**src/design/smr_pkg.sv**
```systemverilog
// Package: shared types and codes for the square outline mask rasterizer.
package smr_pkg;

    localparam logic [1:0] CMD_CLEAR = 2'd0;
    localparam logic [1:0] CMD_DRAW  = 2'd1;
    localparam logic [1:0] CMD_READ  = 2'd2;

    localparam int CFG_IDX_W = 3;
    localparam logic [CFG_IDX_W-1:0] CFG_ORIGIN_X = 3'd0;
    localparam logic [CFG_IDX_W-1:0] CFG_ORIGIN_Y = 3'd1;
    localparam logic [CFG_IDX_W-1:0] CFG_EXTENT_X = 3'd2;
    localparam logic [CFG_IDX_W-1:0] CFG_EXTENT_Y = 3'd3;

    localparam logic signed [31:0] ORIGIN_RESET = -32'sd10000;
    localparam logic [30:0]        EXTENT_RESET = 31'd20000;

    typedef enum logic [1:0] {
        SEL_X,
        SEL_Y,
        SEL_R
    } sel_t;

    typedef enum logic [3:0] {
        ST_INIT,
        ST_IDLE,
        ST_DECODE,
        ST_CLEAR,
        ST_MUL,
        ST_DIV_GO,
        ST_DIV_WAIT,
        ST_DRAW_INIT,
        ST_DRAW_RD,
        ST_DRAW_WR,
        ST_READ_RD,
        ST_DONE
    } state_t;

    typedef struct packed {
        logic [1:0]         cmd;
        logic signed [31:0] pos_x;
        logic signed [31:0] pos_y;
        logic [30:0]        radius;
        logic [10:0]        word_addr;
    } in_item_t;

    typedef struct packed {
        logic [31:0] mask_word;
        logic        read_valid;
    } out_item_t;

    typedef struct packed {
        logic accept;
        logic clr_start;
        logic clr_step;
        logic map_mul;
        logic div_start;
        logic map_store;
        sel_t sel;
        logic draw_init;
        logic draw_rd;
        logic draw_wr;
        logic read_rd;
        logic res_load;
    } ctrl_cmd_t;

    typedef struct packed {
        logic [1:0] item_cmd;
        logic       clr_last;
        logic       div_done;
        logic       draw_last;
        logic       res_free;
    } ctrl_stat_t;

endpackage

```
**src/design/smr_ctrl.sv**
```systemverilog
// Controller: sequences clear, map, draw and read operations over the datapath.
module smr_ctrl (
    input  logic                clk,
    input  logic                rst_n,
    input  logic                item_valid,
    output logic                item_stall,
    input  smr_pkg::ctrl_stat_t stat,
    output smr_pkg::ctrl_cmd_t  cmd
);

    smr_pkg::state_t state_reg;
    smr_pkg::state_t state_next;
    smr_pkg::sel_t   sel_reg;
    smr_pkg::sel_t   sel_next;

    always_ff @(posedge clk or negedge rst_n)
    begin
        if (!rst_n)
        begin
            state_reg <= smr_pkg::ST_INIT;
            sel_reg   <= smr_pkg::SEL_X;
        end
        else
        begin
            state_reg <= state_next;
            sel_reg   <= sel_next;
        end
    end

    always_comb
    begin
        state_next = state_reg;
        sel_next   = sel_reg;
        case (state_reg)
            smr_pkg::ST_INIT:
            begin
                if (stat.clr_last)
                begin
                    state_next = smr_pkg::ST_IDLE;
                end
            end
            smr_pkg::ST_IDLE:
            begin
                if (item_valid)
                begin
                    state_next = smr_pkg::ST_DECODE;
                end
            end
            smr_pkg::ST_DECODE:
            begin
                sel_next = smr_pkg::SEL_X;
                case (stat.item_cmd)
                    smr_pkg::CMD_CLEAR: state_next = smr_pkg::ST_CLEAR;
                    smr_pkg::CMD_DRAW:  state_next = smr_pkg::ST_MUL;
                    smr_pkg::CMD_READ:  state_next = smr_pkg::ST_READ_RD;
                    default:            state_next = smr_pkg::ST_DONE;
                endcase
            end
            smr_pkg::ST_CLEAR:
            begin
                if (stat.clr_last)
                begin
                    state_next = smr_pkg::ST_DONE;
                end
            end
            smr_pkg::ST_MUL:
            begin
                state_next = smr_pkg::ST_DIV_GO;
            end
            smr_pkg::ST_DIV_GO:
            begin
                state_next = smr_pkg::ST_DIV_WAIT;
            end
            smr_pkg::ST_DIV_WAIT:
            begin
                if (stat.div_done)
                begin
                    case (sel_reg)
                        smr_pkg::SEL_X:
                        begin
                            sel_next   = smr_pkg::SEL_Y;
                            state_next = smr_pkg::ST_MUL;
                        end
                        smr_pkg::SEL_Y:
                        begin
                            sel_next   = smr_pkg::SEL_R;
                            state_next = smr_pkg::ST_MUL;
                        end
                        default:
                        begin
                            state_next = smr_pkg::ST_DRAW_INIT;
                        end
                    endcase
                end
            end
            smr_pkg::ST_DRAW_INIT:
            begin
                state_next = smr_pkg::ST_DRAW_RD;
            end
            smr_pkg::ST_DRAW_RD:
            begin
                state_next = smr_pkg::ST_DRAW_WR;
            end
            smr_pkg::ST_DRAW_WR:
            begin
                state_next = stat.draw_last ? smr_pkg::ST_DONE : smr_pkg::ST_DRAW_RD;
            end
            smr_pkg::ST_READ_RD:
            begin
                state_next = smr_pkg::ST_DONE;
            end
            smr_pkg::ST_DONE:
            begin
                if (stat.res_free)
                begin
                    state_next = smr_pkg::ST_IDLE;
                end
            end
            default:
            begin
                state_next = smr_pkg::ST_IDLE;
            end
        endcase
    end

    always_comb
    begin
        cmd        = '0;
        cmd.sel    = sel_reg;
        item_stall = 1'b1;
        case (state_reg)
            smr_pkg::ST_INIT:
            begin
                cmd.clr_step = 1'b1;
            end
            smr_pkg::ST_IDLE:
            begin
                item_stall = 1'b0;
                cmd.accept = item_valid;
            end
            smr_pkg::ST_DECODE:
            begin
                cmd.clr_start = 1'b1;
            end
            smr_pkg::ST_CLEAR:
            begin
                cmd.clr_step = 1'b1;
            end
            smr_pkg::ST_MUL:
            begin
                cmd.map_mul = 1'b1;
            end
            smr_pkg::ST_DIV_GO:
            begin
                cmd.div_start = 1'b1;
            end
            smr_pkg::ST_DIV_WAIT:
            begin
                cmd.map_store = stat.div_done;
            end
            smr_pkg::ST_DRAW_INIT:
            begin
                cmd.draw_init = 1'b1;
            end
            smr_pkg::ST_DRAW_RD:
            begin
                cmd.draw_rd = 1'b1;
            end
            smr_pkg::ST_DRAW_WR:
            begin
                cmd.draw_wr = 1'b1;
            end
            smr_pkg::ST_READ_RD:
            begin
                cmd.read_rd = 1'b1;
            end
            smr_pkg::ST_DONE:
            begin
                cmd.res_load = stat.res_free;
            end
            default:
            begin
                cmd = '0;
            end
        endcase
    end

endmodule

```
**config.mk**
```make
export PLATFORM = sky130hd
export DESIGN_NAME = smr_ctrl
export DESIGN_NICKNAME = d
export VERILOG_FILES = /design/src/design/smr_pkg.sv /design/src/design/smr_ctrl.sv
export SDC_FILE = /design/constraint.sdc
export NUM_CORES = 1
export LEC_CHECK = 0
export BUFFER_PORTS_ARGS = -buffer_cell sky130_fd_sc_hd__buf_2
export CAP_MARGIN = 20
export CELL_PAD_IN_SITES_DETAIL_PLACEMENT = 1
export CELL_PAD_IN_SITES_GLOBAL_PLACEMENT = 2
export CORE_MARGIN = 5
export CORE_UTILIZATION = 24
export DETAILED_ROUTE_END_ITERATION = 8
export PLACE_DENSITY_LB_ADDON = 0.1
export SLEW_MARGIN = 40
export SYNTH_ARGS = -nofsm -noshare
export SYNTH_HDL_FRONTEND = slang
export SYNTH_SLANG_ARGS = --single-unit
```
**constraint.sdc**
```tcl
create_clock -name clk -period 1.45 [get_ports clk]
set_clock_uncertainty 0.1 [all_clocks]
set_input_delay 0.2175 -clock clk [delete_from_list [all_inputs] [get_ports clk]]
set_output_delay 0.2175 -clock clk [all_outputs]
set_load 0.03 [all_outputs]
```
==> impl_metrics.env <==
export IMPL_via_per_inst=4.895
export IMPL_hold_slack_ns=0.2346
export IMPL_setup_ws_ns=-0.2533
export IMPL_pwr_share_seq_pct=12.4
export IMPL_layout_drive_gt1_share_pct=73.33
export IMPL_vias=886
export IMPL_ys_warn_count=0
export IMPL_cp_top_family="flip-flops"
export IMPL_fin_cells=181
export IMPL_dieArea_um2=4044
export IMPL_intPower_uw=1729
export IMPL_rsz0062_at_grt="yes"
export IMPL_worstSkewPairLatency_ns=0.24
export IMPL_relSlewSlack_pct=79.55
export IMPL_dr_pass1_iters=4
export IMPL_clkPwrFrac_pct=4.9
export IMPL_violations="setup timing"
export IMPL_largest_reg_flops=4
export IMPL_grt_ovfl_total=0
export IMPL_cts_htree_levels=1
export IMPL_clk_path_buf_depth=2
export IMPL_critPathCaptureType="primary output"
export IMPL_vdd_drop_max_v=0.001291
export IMPL_crit_type="flip-flop to primary output"
export IMPL_worstReg2RegStart="state_reg[1]"
export IMPL_nNetsFinal=165
export IMPL_numCtsBuffers=3
export IMPL_clock_sinks=6
export IMPL_outcome="finished with violations"
export IMPL_async_flop_share_pct=100.0
export IMPL_path_clk_slew_ns=0.05
export IMPL_cpMostUsedCell="buf_6"
export IMPL_min_path_type="input pin to asynchronous set/reset pin"
export IMPL_rows=19
export IMPL_power_density_nw_per_um2=2207
export IMPL_swShare_pct=46.54
export IMPL_leakagePower_uw=0.0006701
export IMPL_crit_fanout=7
export IMPL_port_buffers=22
export IMPL_syn_area_um2=689.4
export IMPL_ios=23
export IMPL_finalHoldViolations=0
export IMPL_tightest_slew_ns=0.3068
export IMPL_critPathLaunchType="flip-flop"
export IMPL_dp_hpwl_um=1965
export IMPL_dp_slack_ns=-0.1200
export IMPL_drt_iter0_markers=15
export IMPL_die_y_um=63.60
export IMPL_slowest_delay_ns=0.45
export IMPL_finalSetupTns_ns=-2.656
export IMPL_worstSetupPathDepth=4
export IMPL_coreArea_um2=2758
export IMPL_fin_crit_sh_pct=117.5
export IMPL_drt_total_wl_um=2775
export IMPL_combPwrFrac_pct=82.7
export IMPL_syn_area_per_cell_um2=7.924
export IMPL_grt_antenna_before_repair=0
export IMPL_fin_crit_ns=1.703
export IMPL_grtUsageTotal_pct=14.09
export IMPL_critPathRequiredTime_ns=1.13
export IMPL_fmaxAchievable_mhz=587.1
export IMPL_die_w_um=63.60
export IMPL_r2r_end="state_reg[0]"
export IMPL_ys_seq_elements=6
export IMPL_num_antenna_cells=0
export IMPL_synth_edf_count=0
export IMPL_placedCellCount=162
export IMPL_synth_distinct_cells=34
export IMPL_final_common_cell="buf_4"
export IMPL_syn_nets=100
export IMPL_antenna_left=0
export IMPL_crit_chain="nor2b_4, buf_6, nor4_4, buf_6"
export IMPL_initial_utilization_pct=25.00
export IMPL_maxCapViolCount=0
export IMPL_cp_arrival_ns=1.39
export IMPL_drc=0
export IMPL_cts_tree="built"
export IMPL_yosysSeqAreaShare_pct=21.78
export IMPL_grt_pass1_wl_um=4616
export IMPL_area_delta_synth_final_pct=112.5
export IMPL_grt_max_degree=12
export IMPL_switchingPower_uw=1505
export IMPL_avgRoutedWirePerCell_um=15.33
export IMPL_rrSetupSlack_ns=-0.10
export IMPL_r2r_cells=5
export IMPL_slowest_stage="dfrtp_2"
export IMPL_clockRootBuffer="clkbuf_4"
export IMPL_gp_congestion=0.7902
export IMPL_cp_num_buf_inv=2
export IMPL_synth_ff_type="dfrtp_1"
export IMPL_drv_slew=0
export IMPL_final_cell_mix="buf_4 (33), buf_6 (25), buf_2 (8)"
export IMPL_synth_cells=87
export IMPL_setup_viol=18
export IMPL_grt_pass1_vias=941
## worst register-to-register path: stages (launching register included)
cell and delay [ns]:
dfrtp_2 0.49, buf_6 0.16, buf_6 0.13, nor3_4 0.17
a31oi_1 0.06, o32a_2 0.33
## metrics by stage
stage | cell area [um2] | utilization [%] | power (uW)
6_report | 1465 | 53.13 | 3233
5_1_grt | 1465 | 53.13 | 3435
4_1_cts | 1379 | 50.00 | 2998
3_5_place_dp | 1079 | 39.11 | 2226
3_3_place_gp | 1079 | 39.11 | 2203
2_1_floorplan | 785.8 | - | 1584
## metal layers
layer / track usage (%) / routed length [um] / part of all wire, % / vias to the layer above
met5: 0 / 0 / 0 / -
met4: 3.117 / 14 / 0.50 / 0
met3: 1.954 / 85 / 3.1 / 2
met2: 24.24 / 1444 / 52 / 18
met1: 18.44 / 1231 / 44 / 426
li1: - / - / - / 440
## worst max path at each step
stage,slack (ns),start,end
detailed placement,-0.12,state_reg[0],sel_reg[0]
floorplan,-0.06,state_reg[0],cmd[4]
global route,-0.31,state_reg[0],cmd[10]
finish,-0.25,state_reg[0],cmd[10]
global placement,-0.09,state_reg[1],cmd[0]
CTS,-0.22,state_reg[1],cmd[7]
## area by class of cell
| class | count | area, um2 |
|---|---|---|
| Multi-Input combinational cell | 69 | 644.4 |
| Timing Repair Buffer | 67 | 579.3 |
| Fill cell | 324 | 1292 |
| Inverter | 5 | 25.02 |
| Tap cell | 31 | 38.79 |
| Clock buffer | 3 | 22.52 |
| Sequential cell | 6 | 155.1 |
## cell families after synthesis
kind of cell | share of synthesized area [%]
AND/OR/NAND/NOR | 28.50
AO/OA/AOI/OAI | 28.31
buffers and inverters | 11.98
flip-flops | 21.78
adder cells (fa/ha/maj) | 7.260
multiplexers | 2.177
## synthesized netlist by cell type, types with 2 or more instances
cell type	number	share of area (%)
nor2_1	9	4.9
nor3_1	8	5.8
a21oi_1	6	4.4
dfrtp_1	6	22
nand2_1	6	3.3
inv_1	5	2.7
o21ai_0	5	3.6
ha_1	4	7.3
a31oi_1	3	2.7
nor2b_1	3	2.7
a211oi_1	2	2.2
a21boi_0	2	2.2
and3_1	2	1.8
buf_2	2	1.5
buf_4	2	2.2
clkbuf_8	2	4.0
nor4_1	2	1.8
or2b_2	2	2.5
## repair_timing
item	in CTS	in global routing
endpoints found under the hold margin	6	0
hold buffers	1	0
pin swaps	10	3
setup endpoints to repair	18	19
resized for setup	56	15
setup buffers	10	5
## power by group through the flow
stage / Sequential (uW) / Combinational (uW) / Clock [uW]
floorplan: 297 / 1290 / 0
global route: 424 / 2840 / 174
global placement: 368 / 1840 / 0
CTS: 387 / 2450 / 164
finish: 403 / 2670 / 158
detailed placement: 370 / 1860 / 0
Note: power is estimated with default switching activity, not from simulation.
